==> src/sv/anb_pkg.sv <==
`default_nettype none

package anb_pkg;

	// Field widths
	localparam int BYTE_W = 8;
	localparam int CNT_W = 23;
	localparam int TYPE_W = 5;
	localparam int WIN_W = 3 * BYTE_W;

	// Counter limit and framing constants
	localparam logic [CNT_W-1:0] FRAME_BYTES_MAX = CNT_W'(4194304);
	localparam logic [CNT_W-1:0] SLOT_BYTES = CNT_W'(4);
	// header slot plus the start code that ends the NAL
	localparam logic [CNT_W-1:0] SLOT_PAIR = CNT_W'(2 * SLOT_BYTES);
	localparam logic [BYTE_W-1:0] SC_LAST_BYTE = 8'h01;
	localparam logic [WIN_W-1:0] WIN_RESET = '1;

	// NAL unit type codes
	localparam logic [TYPE_W-1:0] TYPE_SPS = 5'h07;
	localparam logic [TYPE_W-1:0] TYPE_AUD = 5'h09;

	// Event kinds
	localparam logic EV_NAL = 1'b0;
	localparam logic EV_FRAME = 1'b1;

	// Results one byte can cause, and the result queue
	localparam int RES_MAX = 3;
	localparam int RES_CNT_W = $clog2(RES_MAX + 1);
	localparam int Q_DEPTH = 8;
	localparam int Q_PTR_W = $clog2(Q_DEPTH);
	localparam int Q_CNT_W = $clog2(Q_DEPTH + 1);
	// one item in the input stage and one newly accepted may each push RES_MAX
	localparam int Q_ACCEPT_MAX = Q_DEPTH - 2 * RES_MAX;

	typedef struct packed {
		logic event_kind;
		logic [CNT_W-1:0] nal_length;
		logic [TYPE_W-1:0] unit_type;
		logic [CNT_W-1:0] frame_size;
		logic is_key;
		logic last_of_run;
	} anb_result_t;

	typedef struct packed {
		logic [RES_CNT_W-1:0] cnt;
		anb_result_t [RES_MAX-1:0] res;
	} anb_push_t;

endpackage

`default_nettype wire

==> src/sv/anb_parse.sv <==
`default_nettype none

module anb_parse import anb_pkg::*; (
	input wire logic clk,
	input wire logic arst_n,
	input wire logic accept,
	input wire logic [BYTE_W-1:0] data_byte,
	input wire logic end_of_stream,
	output anb_push_t push
);

	logic valid_s1;
	logic [BYTE_W-1:0] byte_s1;
	logic eos_s1;

	logic [WIN_W-1:0] win_q;
	logic [CNT_W-1:0] nal_cnt_q, frm_cnt_q;
	logic awaiting_q, key_q, code_led_q;
	logic [TYPE_W-1:0] type_q;

	logic [CNT_W-1:0] nal1, frm1, frm2, nal2, fs_aud, nl_sc, nl_eos;
	logic take_type, is_aud, is_sps, emit_aud, is_sc, emit_sc, key1, awaiting1;
	logic [TYPE_W-1:0] type1;
	anb_result_t r_aud, r_sc, r_eos_nal, r_eos_frm;
	anb_result_t [RES_MAX-1:0] list;
	logic [RES_CNT_W-1:0] k;

	// Input stage
	always_ff @(posedge clk or negedge arst_n) begin
		if (!arst_n) begin
			valid_s1 <= 1'b0;
		end else begin
			valid_s1 <= accept;
		end
	end

	always_ff @(posedge clk) begin
		if (accept) begin
			byte_s1 <= data_byte;
			eos_s1 <= end_of_stream;
		end
	end

	// Counters, type capture, frame delimiter
	always_comb begin
		nal1 = (nal_cnt_q >= FRAME_BYTES_MAX) ? FRAME_BYTES_MAX : nal_cnt_q + CNT_W'(1);
		frm1 = (frm_cnt_q >= FRAME_BYTES_MAX) ? FRAME_BYTES_MAX : frm_cnt_q + CNT_W'(1);
		take_type = awaiting_q && (nal1 > SLOT_BYTES);
		is_aud = take_type && code_led_q && (byte_s1[TYPE_W-1:0] == TYPE_AUD);
		is_sps = take_type && code_led_q && (byte_s1[TYPE_W-1:0] == TYPE_SPS);
		fs_aud = (frm1 >= SLOT_BYTES + CNT_W'(1)) ? frm1 - (SLOT_BYTES + CNT_W'(1)) : '0;
		emit_aud = is_aud && (fs_aud != '0);
		if (is_aud) begin
			key1 = emit_aud ? 1'b0 : key_q;
		end else begin
			key1 = is_sps ? 1'b1 : key_q;
		end
		frm2 = is_aud ? SLOT_BYTES + CNT_W'(1) : frm1;
		type1 = take_type ? byte_s1[TYPE_W-1:0] : type_q;
		awaiting1 = take_type ? 1'b0 : awaiting_q;
	end

	// Start code detection
	always_comb begin
		is_sc = (win_q == '0) && (byte_s1 == SC_LAST_BYTE);
		emit_sc = is_sc && (frm2 != SLOT_BYTES);
		nl_sc = (nal1 >= SLOT_PAIR) ? nal1 - SLOT_PAIR : '0;
		nal2 = is_sc ? SLOT_BYTES : nal1;
		nl_eos = (nal2 >= SLOT_BYTES) ? nal2 - SLOT_BYTES : '0;
	end

	// Candidate results
	always_comb begin
		r_aud = '0;
		r_aud.event_kind = EV_FRAME;
		r_aud.frame_size = fs_aud;
		r_aud.is_key = key_q;

		r_sc = '0;
		r_sc.event_kind = EV_NAL;
		r_sc.nal_length = nl_sc;
		r_sc.unit_type = type1;

		r_eos_nal = '0;
		r_eos_nal.event_kind = EV_NAL;
		r_eos_nal.nal_length = nl_eos;
		r_eos_nal.unit_type = is_sc ? '0 : type1;

		r_eos_frm = '0;
		r_eos_frm.event_kind = EV_FRAME;
		r_eos_frm.frame_size = frm2;
		r_eos_frm.is_key = key1;
	end

	// Pack results in order; delimiter and start code never share a byte
	always_comb begin
		list = '0;
		k = '0;
		if (emit_aud || emit_sc) begin
			list[k] = emit_aud ? r_aud : r_sc;
			k = k + RES_CNT_W'(1);
		end
		if (eos_s1) begin
			list[k] = r_eos_nal;
			k = k + RES_CNT_W'(1);
			if (frm2 != '0) begin
				list[k] = r_eos_frm;
				k = k + RES_CNT_W'(1);
			end
		end
		for (int i = 0; i < RES_MAX; i++) begin
			list[i].last_of_run = (k != '0) && (RES_CNT_W'(i) == k - RES_CNT_W'(1));
		end
		push.cnt = valid_s1 ? k : '0;
		push.res = list;
	end

	// Parser state
	always_ff @(posedge clk or negedge arst_n) begin
		if (!arst_n) begin
			win_q <= WIN_RESET;
			nal_cnt_q <= '0;
			frm_cnt_q <= '0;
			awaiting_q <= 1'b1;
			key_q <= 1'b0;
			type_q <= '0;
			code_led_q <= 1'b0;
		end else if (valid_s1) begin
			if (eos_s1) begin
				win_q <= WIN_RESET;
				nal_cnt_q <= '0;
				frm_cnt_q <= '0;
				awaiting_q <= 1'b1;
				key_q <= 1'b0;
				type_q <= '0;
				code_led_q <= 1'b0;
			end else begin
				frm_cnt_q <= frm2;
				nal_cnt_q <= nal2;
				key_q <= key1;
				if (is_sc) begin
					win_q <= WIN_RESET;
					awaiting_q <= 1'b1;
					type_q <= '0;
					code_led_q <= 1'b1;
				end else begin
					win_q <= {win_q[WIN_W-BYTE_W-1:0], byte_s1};
					awaiting_q <= awaiting1;
					type_q <= type1;
				end
			end
		end
	end

endmodule

`default_nettype wire

==> config.mk <==
export PLATFORM = sky130hd
export DESIGN_NAME = anb_parse
export DESIGN_NICKNAME = d
export VERILOG_FILES = /design/src/sv/anb_pkg.sv /design/src/sv/anb_parse.sv
export SDC_FILE = /design/constraint.sdc
export NUM_CORES = 1
export LEC_CHECK = 0
export ABC_CLOCK_PERIOD_IN_PS = 5500
export BUFFER_PORTS_ARGS = -buffer_cell sky130_fd_sc_hd__buf_2
export CAP_MARGIN = 10
export CORE_MARGIN = 2
export CORE_UTILIZATION = 55
export CTS_CLUSTER_DIAMETER = 200
export DETAILED_ROUTE_END_ITERATION = 6
export GPL_ROUTABILITY_DRIVEN = 0
export PLACE_DENSITY = 0.9
export SYNTH_ARGS = -nofsm -noshare
export SYNTH_HDL_FRONTEND = slang
export SYNTH_SLANG_ARGS = --single-unit
export TNS_END_PERCENT = 1
==> constraint.sdc <==
create_clock -name clk -period 5.5 [get_ports clk]
set_clock_uncertainty 0.15 [all_clocks]
set_input_delay 0.55 -clock clk [delete_from_list [all_inputs] [get_ports clk]]
set_output_delay 0.55 -clock clk [all_outputs]
set_load 0.01 [all_outputs]
### After elaboration in Yosys (flattened, before gate mapping)

Index checks and enable logic that the tools add are counted.

* flip-flop bits (word level): 88
* output and inout port bits: 164

* add/subtract/negate cells: 8
* magnitude comparators: 10
* equal/unequal tests: 6
* multiplexer cells: 37
* reduce and logical (&&, ||, !) cells: 22

Operators with widths (number)
* bitwise mux 162 bit: 2
* 2-to-1 mux 162 bit: 2
* demux 54 bit (select 2 bit): 2
* 2-to-1 mux 54 bit: 4
* 2-to-1 mux 23 bit: 9
* 2-to-1 mux 24 bit: 2
* adder 23 x 1 -> 23 bit (second input constant): 2
* >= comparator 23 bit (second input constant): 2
* >= comparator 23 x 3 -> 1 bit (second input constant): 2
* nonzero test 23 bit: 2
* subtractor 23 x 3 -> 23 bit (second input constant): 2
* logical NOT 24 bit: 1
* >= comparator 23 x 4 -> 1 bit (second input constant): 1
* > comparator 23 x 3 -> 1 bit (second input constant): 1
* inequality test 23 x 3 -> 1 bit (second input constant): 1
* subtractor 23 x 4 -> 23 bit (second input constant): 1
* 2-to-1 mux 5 bit: 3
* logical AND 1 bit: 12
* 2-to-1 mux 1 bit: 10
* equality test 8 x 1 -> 1 bit (second input constant): 1
* < comparator 2 x 3 -> 1 bit (second input constant): 2
* 2-to-1 mux 2 bit: 3
* equality test 5 x 3 -> 1 bit (second input constant): 1
* equality test 5 x 4 -> 1 bit (second input constant): 1
* 10 further kinds: 14

### Depth between registers and ports, before layout

* depth in word-level cells: 19
* depth in mapped cells: 20
* gate-level depth less buffers: 18

### Least setup slack after synthesis

No wires, ideal clock.

* path kind: reg-to-output
* start point: reg nal_cnt_q[1]
* end point: out push[108] in the netlist's numbering
* data arrival time: 4.115 ns
* required time: 4.800 ns
* setup slack: 0.685 ns
* stages on the path, launching flop included: 14
* cells stage by stage: dfrtp_1 -> ha_1 -> nand4_1 -> or4_1 -> nor3_1 -> mux2_2 -> or4_4 -> o41a_1 -> and2_4 -> o31ai_4 -> nand2_4 -> buf_6 -> ha_1 -> nor3b_1

RTL lines
* start, declared: line anb_parse.sv:17 `logic [CNT_W-1:0] nal_cnt_q, frm_cnt_q;`
* start signal, assigned: line anb_parse.sv:139 `nal_cnt_q <= nal2;`
* end, declared: line anb_parse.sv:9 `output anb_push_t push`

==> summary.md <==
| Metric | Value |
|---|---|
| GRT Util Overall | `0.319` |
| Most used cell, CP | `ha_1` |
| Die ar. | `between 15000 and 20000 µm²` |
| Leading area contributor after synthesis | `dfrtp_1` |
| Status | `finished with violations` |
| Critical Path Sink | `push[0]` |
| Sequential share of the synthesized area | `0.285` |
| Vias in the first global route | `7908` |
| Arrival time at the worst endpoint | `4.77 ns` |
| Final-report max-slew violation count | `0` |
| Post-detail-place hpwl | `18800 µm` |
| Largest family of logic cells by synthesized area | `simple AND/OR/NAND/NOR gates` |
| Synth area leaders | `dfrtp_1, dfstp_2, nor2_1` |
| Cts bufs inserted | `9` |
| Layout Area Growth over Synthesis | `16.0%` |
| Initial DRC count | `~1200` |
| Post-Synthesis Cells | `987` |
| Final Hold Viols | `0` |
| Post-synth top area share | `0.169` |
| Share of cells above drive strength 1 | `0.271` |
| Die Y | `124 µm` |
| Pwr dens | `~200 nW/µm²` |
| Overflow after GRT | `0` |
| Post-Synth XOR/XNOR Area | `0.0560` |
| Fin Hold WS | `around 0.21 ns` |
| Clk buf depth | `2` |
| Failing checks | `DRC` |
| Asr flop ratio synth | `0.898` |
| Shortest period the worst path allows | `5.47 ns` |
| Static Leak | `4.18 nW` |
| Buffers added on ports | `144` |
| Mean Syn Cell Area | `about 8.1 µm²` |
| Synth warnings | `0` |
| Final setup violation count | `0` |
| Relative slew margins | `0.270` |
| Worst reg2reg startpoint | `nal_cnt_q[7]` |
| Setup crit start kind | `flop` |
| Initial core utilization | `0.556` |
| Critical Path Max Stage Delay | `0.47 ns` |
| Number of synthesized flops with an enable pin | `9` |
| Root Driver | `clkbuf_16` |
| Initial antenna violation count | `0` |
| CP Cell Sequence | `ha_1, nand3_2, nor4_1, mux2i_1, nand4_1, a211oi_2, nor4bb_2, a41oi_1, o31ai_4, nand2_4, ha_1, nand3b_1, o21ai_2, buf_2` |
| Total power | `~1.8 mW` |
| Post-synthesis adder-cell area fraction | `0.0204` |
| Critical R2R Capture | `frm_cnt_q[7]` |
| Crit-path slowest cell | `dfrtp_1` |
| Hold Crit Class | `input pin to async pin` |
| Reg2Reg Depth | `9` |
| Pin count of the biggest net entering global routing | `80` |
| First-pass DRT Iterations | `7` |
| WL/cell | `just over 20 µm` |
| #FFs+latches synth | `88` |
| Die W | `around 120 µm` |
| Io pins | `176` |
| Cell variety after synth | `93` |
| Clock-pin slew on the worst setup and hold paths | `0.08 ns` |
| H-Tree Depth | `3` |
| VDD IR-drop max | `0.193 mV` |
| Hold_buf cts | `0` |
| Actual slew at the worst max-slew pin | `1.09 ns` |
| Synthesized area | `7980 µm²` |
| Final core utilization | `0.645` |
| First-pass GRT wire length | `between 40000 and 50000 µm` |
| R2R Setup Slk | `0.94 ns` |
| Fmax | `183 MHz` |
| Top_reg_cell synth | `dfrtp_1` |
| Drt drc | `1` |
| RSZ-0062 raised after global routing | `true` |
| Post-Synth Simple-Gate Area | `0.289` |
| Clock latency on the worst-skew pair | `0.35 ns` |
| Final wirelength | `26600 µm` |
| Worst setup path class | `flop to output port` |
| Compound-gate portion of the synthesized area | `0.223` |
| Row cnt | `44` |
| Clock sink count | `88` |
| CTS tree | `done` |
| Post-route ant nets | `0` |
| Core area | `around 14000 µm²` |
| Mux cell area share after synthesis | `0.0386` |
| Count leader, synth | `nor2_1` |
| Required @ worst endpoint | `4.80 ns` |
| Nature of the critical path endpoint | `output port` |
| Period utilization | `0.994` |
| Nets | `1149` |
| Diode count | `0` |
| Max FO, Critical Path | `13` |
| Crit path from | `frm_cnt_q[0]` |
| Max cap viols | `0` |
| Via Count | `between 8000 and 9000` |
| Post-synth top cells | `nor2_1, nand2_1, dfrtp_1, buf_4, clkbuf_1` |
| Via-per-instance ratio | `6.69` |
-- logic make-up after synthesis --
kind of cell,count (synthesis)
adder cells (fa/ha/maj),13
AO/OA/AOI/OAI,233
XOR/XNOR,51
flip-flops,88
buffers and inverters,132
multiplexers,29
other,1
AND/OR/NAND/NOR,440
-- metal layers --
metal	wire length, µm	up-vias	global-route usage
met5	0	-	0
met4	1330	0	0.143
met3	3500	175	0.0765
met2	12200	707	0.507
met1	9610	4056	0.412
li1	-	3840	-
-- registers in the layout (all words and copies together) (netlist names) --
| signal | cells |
|---|---|
| win_q | 24 |
| frm_cnt_q | 23 |
| nal_cnt_q | 23 |
| byte_s1 | 8 |
| type_q | 5 |
| awaiting_q | 1 |
| code_led_q | 1 |
| eos_s1 | 1 |
| key_q | 1 |
| valid_s1 | 1 |
-- worst min path at each step --
| stage | endpoint | slack [ns] | cells after the start |
|---|---|---|---|
| detailed placement | type_q[0] | 0.35 | 1 |
| finish | nal_cnt_q[20] | 0.21 | 1 |
| global route | byte_s1[0] | 0.21 | 1 |
| CTS | eos_s1 | 0.21 | 1 |
| global placement | type_q[0] | 0.33 | 1 |
| floorplan | code_led_q | 0.10 | 0 |
-- repair_timing --
item / in CTS / in global routing
setup buffers: 0 / 5
pin swaps: 0 / 1
cloned: 0 / 0
endpoints found under the setup margin: 4 / 72
resized for setup: 3 / 17
-- per-stage QoR --
stage | setup TNS, ns | cells | setup slack (ns) | area, µm²
2_1_floorplan | 0 | 1017 | 0.685 | 8100
3_3_place_gp | 0 | 1292 | 0.335 | 8830
3_5_place_dp | 0 | 1292 | 0.333 | 8830
4_1_cts | 0 | 1308 | 0.0276 | 9140
5_1_grt | -0.471 | 1313 | -0.103 | 9260
6_report | 0 | 1313 | 0.0333 | 9260
-- cell type report --
class / count / area (µm²)
Clock inverter: 7 / 70.1
Tap cell: 184 / 230
Multi-Input combinational cell: 797 / 5220
Clock buffer: 9 / 225
Sequential cell: 88 / 2280
Fill cell: 1166 / 5110
Timing Repair Buffer: 196 / 1120
Inverter: 32 / 120
-- cell usage in the layout (no fill, tap or decap), types with 22 or more instances in the layout --
cell type | Yosys | final
buf_2 | 20 | 143
dfstp_2 | 25 | 25
nor3_1 | 29 | 28
inv_1 | 29 | 29
a21oi_1 | 26 | 26
nor2_1 | 150 | 150
dfrtp_1 | 54 | 53
conb_1 | 1 | 31
nor4_1 | 25 | 23
nand3_1 | 30 | 28
buf_4 | 37 | 52
nand4_1 | 22 | 22
o22ai_1 | 31 | 31
o21ai_0 | 25 | 25
xnor2_1 | 31 | 30
o22a_1 | 24 | 24
nand2_1 | 64 | 64
-- critical path, delay by kind of cell (launching register included) --
family          cells  cell delay, ns
simple gates        6            1.76
compound gates      4            1.05
flops               1            0.47
mux                 1            0.28
fa+ha+maj           2            0.66
buf+inv             1            0.18
-- power breakdown --
group	switching (mW)	internal (mW)
registers	0.0381	0.700
clock network	0.311	0.322
logic	0.282	0.168
total	0.632	1.19
Power figures use the tool's default switching activity.
